### src/design/ter_pkg.sv
`default_nettype none

package ter_pkg;

	localparam int CANVAS_SIZE_DEF = 1024;
	localparam int COORD_BITS_DEF  = 16;

	// Command codes on the request channel.
	localparam logic CMD_LOAD = 1'b0;
	localparam logic CMD_STEP = 1'b1;

	// Edge numbers, in walking order.
	localparam logic [1:0] EDGE_01 = 2'd0;
	localparam logic [1:0] EDGE_12 = 2'd1;
	localparam logic [1:0] EDGE_02 = 2'd2;

	typedef enum logic [1:0] {
		MODE_VERT    = 2'd0,
		MODE_SHALLOW = 2'd1,
		MODE_STEEP   = 2'd2
	} mode_t;

	typedef struct packed {
		logic               command;
		logic signed [15:0] vert0_x;
		logic signed [15:0] vert0_y;
		logic signed [15:0] vert1_x;
		logic signed [15:0] vert1_y;
		logic signed [15:0] vert2_x;
		logic signed [15:0] vert2_y;
	} tri_req_t;

	typedef struct packed {
		logic signed [15:0] pixel_x;
		logic signed [15:0] pixel_y;
		logic               inside_res;
		logic [1:0]         edge_number;
		logic               last;
	} pix_res_t;

endpackage

`default_nettype wire

### src/design/triangle_edge_rasterizer_unit.sv
`default_nettype none

// Channel   Direction  Handshake              Payload
// request   in         req_valid / req_ready  req (tri_req_t)
// pixel     out        pix_valid / pix_ready  pix (pix_res_t)
//
// Each request is taken into an input register; a step's pixel then goes to the pixel
// register. One request is taken per cycle unless a stalled pixel register holds a step.
// The edge set-up and the error update sit between the input and the pixel register.
// Reset empties both registers and leaves the block idle with no triangle loaded.
// A stalled pixel register holds up step requests only; loads and idle steps pass.

module triangle_edge_rasterizer_unit
	import ter_pkg::*;
#(
	parameter int CANVAS_SIZE = CANVAS_SIZE_DEF,
	parameter int COORD_BITS  = COORD_BITS_DEF
) (
	input  wire logic     clk,
	input  wire logic     arst_n,
	input  wire logic     req_valid,
	output logic          req_ready,
	input  wire tri_req_t req,
	output logic          pix_valid,
	input  wire logic     pix_ready,
	output pix_res_t      pix
);

	localparam int CW  = COORD_BITS;
	localparam int SPW = CW + 1;
	localparam int EW  = CW + 3;
	localparam logic signed [33:0] CANVAS_L = 34'(CANVAS_SIZE);

	tri_req_t req_s1;
	logic     valid_s1;
	logic     busy_q;
	logic     pix_valid_q;
	pix_res_t pix_q;

	logic signed [CW-1:0] vert_q [6];
	logic [1:0]           edge_q;
	mode_t                mode_q;
	logic [SPW-1:0]       idx_q;
	logic [SPW-1:0]       total_q;
	logic signed [CW-1:0] run_x_q;
	logic signed [CW-1:0] run_y_q;
	logic [SPW-1:0]       major_q;
	logic [SPW-1:0]       minor_q;
	logic                 down_q;
	logic [EW-1:0]        err_q;

	logic slot_free, proc, do_load, do_step, at_end, do_next_edge, setup_en;
	logic [1:0] se;
	logic signed [CW-1:0] vin [6];
	logic signed [CW-1:0] vsrc [6];
	logic signed [CW-1:0] ax, ay, bx, by;
	logic signed [CW:0]   d1, d2;
	logic [SPW-1:0]       adx, ady;
	mode_t                su_mode;
	logic signed [CW-1:0] su_x, su_y;
	logic [SPW-1:0]       su_major, su_minor;
	logic                 su_down;
	logic [EW-1:0]        su_err;
	logic [EW-1:0]        inc, lim, err_sum;
	logic [EW:0]          err_diff;
	logic                 err_wrap;
	logic signed [CW-1:0] y_next;
	logic signed [33:0]   xe, ye;
	pix_res_t             res;

	assign slot_free    = !pix_valid_q || pix_ready;
	assign proc         = valid_s1 && (req_s1.command == CMD_LOAD || !busy_q || slot_free);
	assign do_load      = proc && req_s1.command == CMD_LOAD;
	assign do_step      = proc && req_s1.command == CMD_STEP && busy_q;
	assign at_end       = idx_q >= total_q;
	assign do_next_edge = do_step && at_end && edge_q != EDGE_02;
	assign setup_en     = do_load || do_next_edge;
	assign se           = do_load ? EDGE_01 : edge_q + 2'd1;

	assign req_ready = !valid_s1 || proc;
	assign pix_valid = pix_valid_q;
	assign pix       = pix_q;

	// The 16-bit fields are read as COORD_BITS-bit two's complement values.
	always_comb begin
		logic [31:0] raw [6];
		raw[0] = {16'b0, req_s1.vert0_x};
		raw[1] = {16'b0, req_s1.vert0_y};
		raw[2] = {16'b0, req_s1.vert1_x};
		raw[3] = {16'b0, req_s1.vert1_y};
		raw[4] = {16'b0, req_s1.vert2_x};
		raw[5] = {16'b0, req_s1.vert2_y};
		for (int i = 0; i < 6; i++) begin
			vin[i]  = raw[i][CW-1:0];
			vsrc[i] = do_load ? vin[i] : vert_q[i];
		end
	end

	// Edge set-up: pick the endpoints, then order them left to right.
	always_comb begin
		ax = (se == EDGE_12) ? vsrc[2] : vsrc[0];
		ay = (se == EDGE_12) ? vsrc[3] : vsrc[1];
		bx = (se == EDGE_01) ? vsrc[2] : vsrc[4];
		by = (se == EDGE_01) ? vsrc[3] : vsrc[5];
		d1 = {bx[CW-1], bx} - {ax[CW-1], ax};
		d2 = {by[CW-1], by} - {ay[CW-1], ay};
		adx = d1[CW] ? SPW'(-d1) : SPW'(d1);
		ady = d2[CW] ? SPW'(-d2) : SPW'(d2);
		if (d1 == '0) begin
			su_mode  = MODE_VERT;
			su_x     = ax;
			su_y     = d2[CW] ? by : ay;
			su_major = ady;
			su_minor = '0;
			su_down  = 1'b0;
			su_err   = '0;
		end else begin
			su_x    = d1[CW] ? bx : ax;
			su_y    = d1[CW] ? by : ay;
			// y falls along the edge when the two differences have opposite signs.
			su_down = (d2 != '0) && (d1[CW] != d2[CW]);
			if (ady <= adx) begin
				su_mode  = MODE_SHALLOW;
				su_major = adx;
				su_minor = ady;
				su_err   = su_down ? {2'b0, adx} - EW'(1) : '0;
			end else begin
				su_mode  = MODE_STEEP;
				su_major = ady;
				su_minor = adx;
				su_err   = {2'b0, ady};
			end
		end
	end

	// One step of the DDA; the steep case works in doubled units for the half-up rounding.
	always_comb begin
		inc      = (mode_q == MODE_STEEP) ? {1'b0, minor_q, 1'b0} : {2'b0, minor_q};
		lim      = (mode_q == MODE_STEEP) ? {1'b0, major_q, 1'b0} : {2'b0, major_q};
		err_sum  = err_q + inc;
		err_diff = {1'b0, err_sum} - {1'b0, lim};
		err_wrap = !err_diff[EW];
		y_next   = down_q ? run_y_q - CW'(1) : run_y_q + CW'(1);
	end

	always_comb begin
		xe = {{(34-CW){run_x_q[CW-1]}}, run_x_q};
		ye = {{(34-CW){run_y_q[CW-1]}}, run_y_q};
		res.pixel_x     = xe[15:0];
		res.pixel_y     = ye[15:0];
		res.inside_res  = !xe[33] && xe < CANVAS_L && !ye[33] && ye < CANVAS_L;
		res.edge_number = edge_q;
		res.last        = at_end && edge_q == EDGE_02;
	end

	always_ff @(posedge clk or negedge arst_n) begin
		if (!arst_n) begin
			valid_s1    <= 1'b0;
			busy_q      <= 1'b0;
			pix_valid_q <= 1'b0;
		end else begin
			if (req_ready) begin
				valid_s1 <= req_valid;
			end
			if (do_load) begin
				busy_q <= 1'b1;
			end else if (do_step && at_end && edge_q == EDGE_02) begin
				busy_q <= 1'b0;
			end
			if (do_step) begin
				pix_valid_q <= 1'b1;
			end else if (pix_ready) begin
				pix_valid_q <= 1'b0;
			end
		end
	end

	always_ff @(posedge clk) begin
		if (req_valid && req_ready) begin
			req_s1 <= req;
		end
		if (do_step) begin
			pix_q <= res;
		end
		if (do_load) begin
			for (int i = 0; i < 6; i++) begin
				vert_q[i] <= vin[i];
			end
		end
		if (setup_en) begin
			edge_q  <= se;
			mode_q  <= su_mode;
			idx_q   <= '0;
			total_q <= su_major;
			run_x_q <= su_x;
			run_y_q <= su_y;
			major_q <= su_major;
			minor_q <= su_minor;
			down_q  <= su_down;
			err_q   <= su_err;
		end else if (do_step && !at_end) begin
			idx_q <= idx_q + SPW'(1);
			unique case (mode_q)
				MODE_VERT: begin
					run_y_q <= run_y_q + CW'(1);
				end
				MODE_SHALLOW: begin
					run_x_q <= run_x_q + CW'(1);
					err_q   <= err_wrap ? err_diff[EW-1:0] : err_sum;
					if (err_wrap) begin
						run_y_q <= y_next;
					end
				end
				MODE_STEEP: begin
					run_y_q <= y_next;
					err_q   <= err_wrap ? err_diff[EW-1:0] : err_sum;
					if (err_wrap) begin
						run_x_q <= run_x_q + CW'(1);
					end
				end
				default: begin
					run_y_q <= run_y_q;
				end
			endcase
		end
	end

endmodule

`default_nettype wire

### config.mk
export PLATFORM = sky130hd
export DESIGN_NAME = triangle_edge_rasterizer_unit
export DESIGN_NICKNAME = d
export VERILOG_FILES = /design/src/design/ter_pkg.sv /design/src/design/triangle_edge_rasterizer_unit.sv
export SDC_FILE = /design/constraint.sdc
export NUM_CORES = 1
export LEC_CHECK = 0
export BUFFER_PORTS_ARGS = -buffer_cell sky130_fd_sc_hd__buf_2
export CORE_UTILIZATION = 56
export DETAILED_ROUTE_END_ITERATION = 10
export PLACE_DENSITY = 0.85
export SLEW_MARGIN = 20
export SYNTH_ARGS = -nofsm -noshare
export SYNTH_HDL_FRONTEND = slang
export SYNTH_SLANG_ARGS = --single-unit
### constraint.sdc
create_clock -name clk -period 6.88 [get_ports clk]
set_clock_uncertainty 0.1 [all_clocks]
set_input_delay 1.032 -clock clk [delete_from_list [all_inputs] [get_ports clk]]
set_output_delay 1.032 -clock clk [all_outputs]
set_load 0.03 [all_outputs]
==> results of run 1 <==
-- worst reg2reg max path: cells and delay by family (launching register included) --
| kind | cells | cell delay (ns) |
|---|---|---|
| muxes | 2 | 0.69 |
| AOI/OAI and AO/OA | 6 | 1.42 |
| DFF | 1 | 0.41 |
| buffers and inverters | 3 | 0.47 |
| adders and majority gates | 3 | 1.02 |
| and+or+nand+nor | 10 | 2.03 |
| xor gates and xnor gates | 2 | 0.32 |
-- final cells by class --
type                       instances  share of cell area (%)
timing repair buffer             247                   7.134
sequential                       339                   38.73
antenna                            1                 0.01073
multi-input combinational       1522                   44.97
inverter                         103                   1.657
clock buffer                      43                   4.103
tap                              455                   2.441
clock inverter                    21                  0.9548
-- metal layers --
| layer | part of all wire [%] | wire (um) |
|---|---|---|
| met1 | 41 | 22060 |
| met2 | 47 | 25110 |
| met3 | 8.3 | 4440 |
| met4 | 3.5 | 1887 |
| met5 | 0 | 0 |
-- registers in the layout (all words and copies together), names as in the netlist, 2 cells and up --
register,cells
mode_q,2
major_q,17
minor_q,17
idx_q,17
req_s1,97
edge_q,2
vert_q,96
run_y_q,16
err_q,19
pix,36
run_x_q,16
-- worst paths after layout --
kind | slack (ns) | depth (start not counted) | to | from
min in group clk | 0.35 | 2 | vert_q[4][3]$_DFF_P_ | vert_q[4][3]$_DFF_P_
hold reg to reg | 0.35 | 2 | vert_q[4][3]$_DFF_P_ | vert_q[4][3]$_DFF_P_
hold / removal | 0.18 | 1 | pix_valid$_DFFE_PN0P_ | arst_n
setup / recovery | 0.16 | 26 | major_q[14]$_DFFE_PN_ | edge_q[0]$_DFFE_PN_
max in group asynchronous | 6.39 | 1 | valid_s1$_DFFE_PN0N_ | arst_n
setup reg to reg | 0.16 | 26 | major_q[14]$_DFFE_PN_ | edge_q[0]$_DFFE_PN_
-- metrics by stage --
stage | setup WS [ns] | cell area [um^2] | setup TNS, ns | util [%]
floorplan | 0.09761 | 19920 | 0 | -
global placement | 0.2073 | 21610 | 0 | 62.09
detailed placement | 0.04204 | 21610 | 0 | 62.09
CTS | 0.02277 | 22790 | 0 | 65.50
global route | -0.1381 | 23320 | -4.023 | 67.03
finish | 0.1578 | 23330 | 0 | 67.03
-- repair_timing --
item	CTS	global route
setup endpoints to repair	8	87
hold buffers	0	0
resized for setup	1	77
cloned	0	3
pin swaps	1	10
setup buffers	1	17
-- cell usage in the layout, fill, tap and decap left out, types with 20 or more instances in the layout --
| cell type | netlist | layout |
|---|---|---|
| a21o_1 | 20 | 20 |
| xnor2_1 | 73 | 66 |
| nor2_1 | 143 | 133 |
| a21oi_1 | 83 | 80 |
| inv_1 | 103 | 102 |
| edfxtp_1 | 223 | 223 |
| nor3_1 | 36 | 33 |
| xor2_1 | 53 | 51 |
| clkbuf_16 | 0 | 39 |
| buf_4 | 1 | 96 |
| nor2b_1 | 34 | 30 |
| a211oi_1 | 40 | 37 |
| ha_1 | 111 | 107 |
| o21ai_0 | 105 | 98 |
| dfxtp_1 | 113 | 113 |
| mux2i_1 | 76 | 72 |
| nand2_1 | 360 | 359 |
| buf_2 | 11 | 138 |
| nand3_1 | 42 | 42 |
| mux2_2 | 52 | 52 |
-- cell families after synthesis --
| group | synth area share [%] |
|---|---|
| AOI/OAI and AO/OA | 13.29 |
| adders and majority gates | 7.430 |
| and+or+nand+nor | 17.33 |
| DFF | 45.34 |
| xor gates and xnor gates | 5.652 |
| buffers and inverters | 3.856 |
| muxes | 7.097 |
==> impl_metrics.toml, run 1 <==
[worst_setup_path]
critPathRequiredTime_ns = 7.05
cp.buffers_inverters = 3
crit_path_frequent_cell = "ha_1"
cp_max_fo = 17
max_stage_delay_ns = 0.41
critPathTopFamily = "simple AND/OR/NAND/NOR gates"
critPathCaptureType = "register"
worst_ep_arrival_time_ns = 6.89
slowest_stage = "edfxtp_1"
crit_type = "register to register"
start_kind = "register"

[layout]
seqCellArea_um2 = 9034
final_net_count = 2464
nFillCells = 2564
area_growth_pct = 17.08
fin_cells = 2731
layout-drive-gt1-share_pct = 19.65
multi_input_area_um2 = 10490

[grt]
use_met2_pct = 47.71
grt_pass1_wl_mm = 82.63
antenna_found_initial = 1
overflow = 0
gr-usage-all-layers_pct = 29.00
grt_pass1_vias = 15770
grt_max_degree = 98
grtUsageMet1_pct = 38.55
top_usage_layer = "met2"
met3_usage_pct = 4.748

[place]
dp_hpwl_mm = 38.96
placed_cells = 2645
place_congestion = 0.9645
port_buffers = 138

[floorplanning]
die_y_um = 190.6
io_pins = 139
num_rows = 68
initial_utilization_pct = 57.25
core_area_um2 = 34800
die_w_um = 190.6
dieArea_um2 = 36330

[timing]
hold_violations = 0
period_share_pct = 97.71
max_freq_mhz = 148.8
worst_pin_slew_ns = 0.8800
hold_ws_ns = 0.1774
worst_slew_margin_rel_pct = 41.12
setup_viol = 0
period_minus_slack_ns = 6.722
finalMaxSlewViolations = 0

[logic_synthesis]
yosysTopAreaCellShare_pct = 33.61
netlist_instances = 2053
ys.flop_type = "edfxtp_1"
ys_top_cells_by_count = "360 x nand2_1, 223 x edfxtp_1, 143 x nor2_1"
synth_most_common_cell = "nand2_1"
synth.lib_cells_used.distinct = 90
yosysSeqAreaShare_pct = 45.34
synth_fp_nets = 2269
synth_area_leaders = "edfxtp_1 34%, dfxtp_1 11%, ha_1 7.0%, nand2_1 6.8%, mux2i_1 3.8%"
syn-mean-instance-area_um2 = 9.704
async_flop_share_pct = 0.8850
synth_edf_count = 223
syn_area_um2 = 19920
yosys_warnings = 0
ys_seq_elements = 339
synth.largest_area_cell = "edfxtp_1"

[worst_hold_path]
min_path_type = "input pin to asynchronous set/reset pin"

[cts]
clock_latency_ns = 0.55
cts_tree = "done"
cts_htree_levels = 2
clock-root-buffer = "clkbuf_16"
cts_num_sinks = 339
cts_made_buffers = 35
clk_pin_slew_worst_paths_ns = 0.06
cts.path.max_buffers = 3

[job]
drv_cap = 0

[routing]
drt_wl_total_mm = 53.50
final_antenna_net_count = 0
drcViolationCount = 0
viasPerCell = 6.009
drt-pass1-iter-count = 6
wire_per_inst_um = 19.59
vias = 16410
drt_iter0_drc = 1625

[status]
status = "completed"
Power of run 1 is left out: the tool's default activity adds up to more than one toggle a clock period on the data nets, which glitch-free logic cannot reach.
==> inputs of run 2 (changes only) <==
--- a/config.mk
+++ b/config.mk
@@ -6,9 +6,9 @@
 export NUM_CORES = 1
 export LEC_CHECK = 0
 export BUFFER_PORTS_ARGS = -buffer_cell sky130_fd_sc_hd__buf_2
-export CORE_UTILIZATION = 56
+export CORE_UTILIZATION = 30
 export DETAILED_ROUTE_END_ITERATION = 10
-export PLACE_DENSITY = 0.85
+export PLACE_DENSITY = 0.54
 export SLEW_MARGIN = 20
 export SYNTH_ARGS = -nofsm -noshare
 export SYNTH_HDL_FRONTEND = slang
==> impl_metrics.toml, run 2 (synthesized netlist as in run 1, its figures left out) <==
[routing]
final_antenna_net_count = 0
wl_met3_mm = 2.153
vias = 15700
drt_iter0_drc = 1029
viasPerCell = 4.965
dr_wl_met2_mm = 25.77
wire_per_inst_um = 17.66
drt_wl_total_mm = 55.84
drt-pass1-iter-count = 5
routedLengthMet1_mm = 26.84
drcViolationCount = 0
dr.max_layer_used = "met4"

[floorplanning]
initial_utilization_pct = 30.30
die_w_um = 259.7
core_area_um2 = 65750
io_pins = 139
dieArea_um2 = 67440
num_rows = 94
die_y_um = 259.7

[place]
dp_hpwl_mm = 42.64
place_congestion = 0.9077
port_buffers = 138
dp_slack_ns = -0.03235

[cts]
cts.path.max_buffers = 3
cts_made_buffers = 37
clock-root-buffer = "clkbuf_16"
cts_num_sinks = 339
cts_htree_levels = 2
clock_latency_ns = 0.55
holdBufCountCts = 0
cts_tree = "done"
clk_pin_slew_worst_paths_ns = 0.06

[worst_setup_path]
cp_max_fo = 19
crit_type = "register to register"
r2r-start = "req_s1[96]$_DFFE_PP_"
max_stage_delay_ns = 0.62
worst_ep_arrival_time_ns = 6.84
critPathCaptureType = "register"
critPathRequiredTime_ns = 7.06
start_kind = "register"
slowest_stage = "or4b_2"
crit_start = "req_s1[96]$_DFFE_PP_"

[timing]
finalMaxSlewViolations = 0
tns_ns = 0
layout_setup_ws_ns = 0.2229
period_minus_slack_ns = 6.657
worst_pin_slew_ns = 1.047
setup_viol = 0
hold_violations = 0
max_freq_mhz = 150.2
period_share_pct = 96.76
worst_slew_margin_rel_pct = 29.32
hold_ws_ns = 0.1706

[grt]
grt_pass1_vias = 15360
gr-usage-all-layers_pct = 16.21
grt_pass1_wl_mm = 86.41
antenna_found_initial = 0
grt_max_degree = 65
overflow = 0

[layout]
final_util_pct = 36.52
regMostFlops = "req_s1"
antenna_cells = 0
area_growth_pct = 20.53
largest_reg_flops = 97
mostFrequentLayoutCell = "nand2_1"
final_cell_mix = "359 x nand2_1, 223 x edfxtp_1, 138 x buf_2, 133 x nor2_1, 115 x buf_4"
final_net_count = 2487
layout-drive-gt1-share_pct = 20.37

[status]
status = "completed"

[job]
drv_cap = 0

[worst_hold_path]
min_path_type = "input pin to asynchronous set/reset pin"
==> run 2: changes by cell type in the layout (fill, tap and decap cells not counted), sizes merged <==
cell | before | now
inv | 105 | 107
diode | 1 | 0
buf | 244 | 265
clkinv | 16 | 13
bufinv | 2 | 0
clkbuf | 46 | 51
==> run 2: worst paths after layout <==
check                                        end  slack, ns  depth (start not counted)
hold reg to reg            vert_q[4][13]$_DFF_P_       0.35                          2
setup reg to reg             err_q[10]$_DFFE_PP_       0.22                         27
hold / removal             pix_valid$_DFFE_PN0P_       0.17                          1
max in group asynchronous   valid_s1$_DFFE_PN0N_       6.40                          1
min in group clk           vert_q[4][13]$_DFF_P_       0.35                          2
setup / recovery             err_q[10]$_DFFE_PP_       0.22                         27
==> run 2: repair_timing <==
| action | 4_1_cts | 5_1_grt |
|---|---|---|
| buffers inserted | 1 | 18 |
| pin swaps | 0 | 14 |
| cloned | 0 | 3 |
| gates resized for setup | 7 | 83 |
| setup endpoints to repair | 33 | 55 |
| endpoints found under the hold margin | 0 | 0 |
==> run 2: critical path, delay by kind of cell (launching register included) <==
family | cells | cell delay [ns]
adders and majority gates | 3 | 0.96
DFF | 1 | 0.45
and+or+nand+nor | 9 | 2.20
muxes | 1 | 0.39
xor gates and xnor gates | 1 | 0.24
buffers and inverters | 7 | 1.06
AOI/OAI and AO/OA | 6 | 0.99
==> run 2: layout make-up <==
| class | count | area (um^2) |
|---|---|---|
| Multi-Input combinational cell | 1522 | 10570 |
| Sequential cell | 339 | 9034 |
| Clock buffer | 48 | 987.2 |
| Tap cell | 864 | 1081 |
| Clock inverter | 18 | 108.9 |
| Fill cell | 6533 | 41730 |
| Inverter | 103 | 386.6 |
| Timing Repair Buffer | 268 | 1842 |
==> run 2: layer usage <==
layer  up-vias  global-route usage, %
li1       7824                      -
met1      7491                  22.45
met2       329                  26.44
met3        56                  2.417
met4         0                  3.807
met5         -                      0
==> run 2: stage by stage <==
step	cells	instance area, um^2
floorplan	2053	19920
global placement	3073	22260
detailed placement	3073	22260
CTS	3140	23390
global route	3162	24010
finish	3162	24010
Power of run 2 is left out for the same reason.
==> inputs of run 3 (changes only) <==
--- a/config.mk
+++ b/config.mk
@@ -6,9 +6,9 @@
 export NUM_CORES = 1
 export LEC_CHECK = 0
 export BUFFER_PORTS_ARGS = -buffer_cell sky130_fd_sc_hd__buf_2
-export CORE_UTILIZATION = 30
+export CORE_UTILIZATION = 45
 export DETAILED_ROUTE_END_ITERATION = 10
-export PLACE_DENSITY = 0.54
+export PLACE_DENSITY = 0.72
 export SLEW_MARGIN = 20
 export SYNTH_ARGS = -nofsm -noshare
 export SYNTH_HDL_FRONTEND = slang
==> constraint.sdc (replaced) <==
create_clock -name clk -period 6.88 [get_ports clk]
set_clock_uncertainty 0.1 [all_clocks]
set_input_delay 1.032 -clock clk [delete_from_list [all_inputs] [get_ports clk]]
set_output_delay 1.032 -clock clk [all_outputs]
set_load 0.01 [all_outputs]
==> impl_metrics.toml, run 3 (synthesized netlist as in run 1, its figures left out) <==
[worst_setup_path]
max_stage_delay_ns = 0.39
start_kind = "register"
cp_max_fo = 7
r2r_cells = 28
critPathCaptureType = "register"
worst_ep_arrival_time_ns = 6.81
crit_type = "register to register"
critPathRequiredTime_ns = 7.05
slowest_stage = "o31a_1"

[layout]
seqCellArea_um2 = 9034
regMostFlops = "req_s1"
multi_input_area_um2 = 10430
largest_reg_flops = 97
final_net_count = 2471
area_growth_pct = 17.71
antenna_cells = 0
mostFrequentLayoutCell = "nand2_1"
nFillCells = 3867
final_cell_mix = "359 x nand2_1, 223 x edfxtp_1, 138 x buf_2, 137 x nor2_1, 113 x dfxtp_1"
layout-drive-gt1-share_pct = 19.11
fin_cells = 2867

[floorplanning]
die_y_um = 212.4
initial_utilization_pct = 45.95
core_area_um2 = 43360
num_rows = 76
die_w_um = 212.4
io_pins = 139
dieArea_um2 = 45120

[timing]
worst_slew_margin_rel_pct = 38.93
worst_pin_slew_ns = 0.9127
max_freq_mhz = 150.7
hold_violations = 0
setup_viol = 0
period_share_pct = 96.47
finalMaxSlewViolations = 0
period_minus_slack_ns = 6.637

[status]
status = "completed"

[place]
port_buffers = 138
place_congestion = 0.9276
dp_hpwl_mm = 38.61
placed_cells = 2787

[grt]
overflow = 0
grt_pass1_wl_mm = 81.88
grt_pass1_vias = 15450
gr-usage-all-layers_pct = 22.81
grt_max_degree = 98
antenna_found_initial = 0

[cts]
clk_pin_slew_worst_paths_ns = 0.06
cts_tree = "done"
cts_num_sinks = 339
clock_latency_ns = 0.55
cts_made_buffers = 36
clock-root-buffer = "clkbuf_16"
cts_htree_levels = 2
holdBufCountCts = 0
cts.path.max_buffers = 3

[routing]
drt-pass1-iter-count = 6
wire_per_inst_um = 18.11
viasPerCell = 5.570
final_antenna_net_count = 0
drcViolationCount = 0
vias = 15970
drt_iter0_drc = 1328
drt_wl_total_mm = 51.93

[worst_hold_path]
min_path_type = "input pin to asynchronous set/reset pin"

[job]
drv_cap = 0
[run 3: final cells by class]
type / instances / area share (%)
inverters: 103 / 1.649
flip-flops and latches: 339 / 38.52
well taps: 585 / 3.121
multi-input cells: 1522 / 44.46
clock inverters: 18 / 0.8750
clock buffers: 47 / 4.279
repair buffers: 253 / 7.096
[run 3: metrics by stage]
| stage | util, % | hold WS, ns | worst slack, ns | TNS (ns) | cell area (um^2) |
|---|---|---|---|---|---|
| floorplan | - | 0.3136 | 0.09761 | 0 | 19920 |
| global placement | 50.30 | 0.3280 | -0.02122 | -0.04057 | 21810 |
| detailed placement | 50.30 | 0.3339 | -0.2246 | -5.313 | 21810 |
| CTS | 53.17 | 0.1629 | 0.09127 | 0 | 23050 |
| global route | 54.08 | 0.1645 | -0.07774 | -1.104 | 23450 |
| finish | 54.08 | 0.1716 | 0.2426 | 0 | 23450 |
[run 3: path summary, 6_finish.rpt]
kind	startpoint	endpoint	slack, ns
max	edge_q[0]$_DFFE_PN_	err_q[7]$_DFFE_PP_	0.24
min	arst_n	busy_q$_DFFE_PN0P_	0.17
max reg2reg	edge_q[0]$_DFFE_PN_	err_q[7]$_DFFE_PP_	0.24
min reg2reg	vert_q[4][15]$_DFF_P_	vert_q[4][15]$_DFF_P_	0.35
max in group asynchronous	arst_n	pix_valid$_DFFE_PN0P_	6.40
min in group clk	vert_q[4][15]$_DFF_P_	vert_q[4][15]$_DFF_P_	0.35
[run 3: what timing repair did]
action | CTS | global route
setup endpoints to repair | 50 | 71
buffers inserted | 2 | 10
cloned | 0 | 3
pin swaps | 1 | 6
gates resized for setup | 2 | 53
[run 3: per-layer routing]
layer | up-vias | global-route usage [%] | share of wire [%]
met4 | 0 | 7.666 | 3.2
li1 | 7785 | - | -
met3 | 92 | 2.851 | 5.2
met1 | 7591 | 31.11 | 45
met5 | - | 0 | 0
met2 | 502 | 37.40 | 47
[run 3: worst max-delay path, delay by kind of cell, from the launching register on]
family	cells	cell delay, ns
xor+xnor	1	0.24
simple gates	5	0.69
mux	1	0.36
fa+ha+maj	3	1.00
flops	1	0.38
compound gates	11	2.65
buf+inv	7	0.91
Power of run 3 is left out for the same reason.
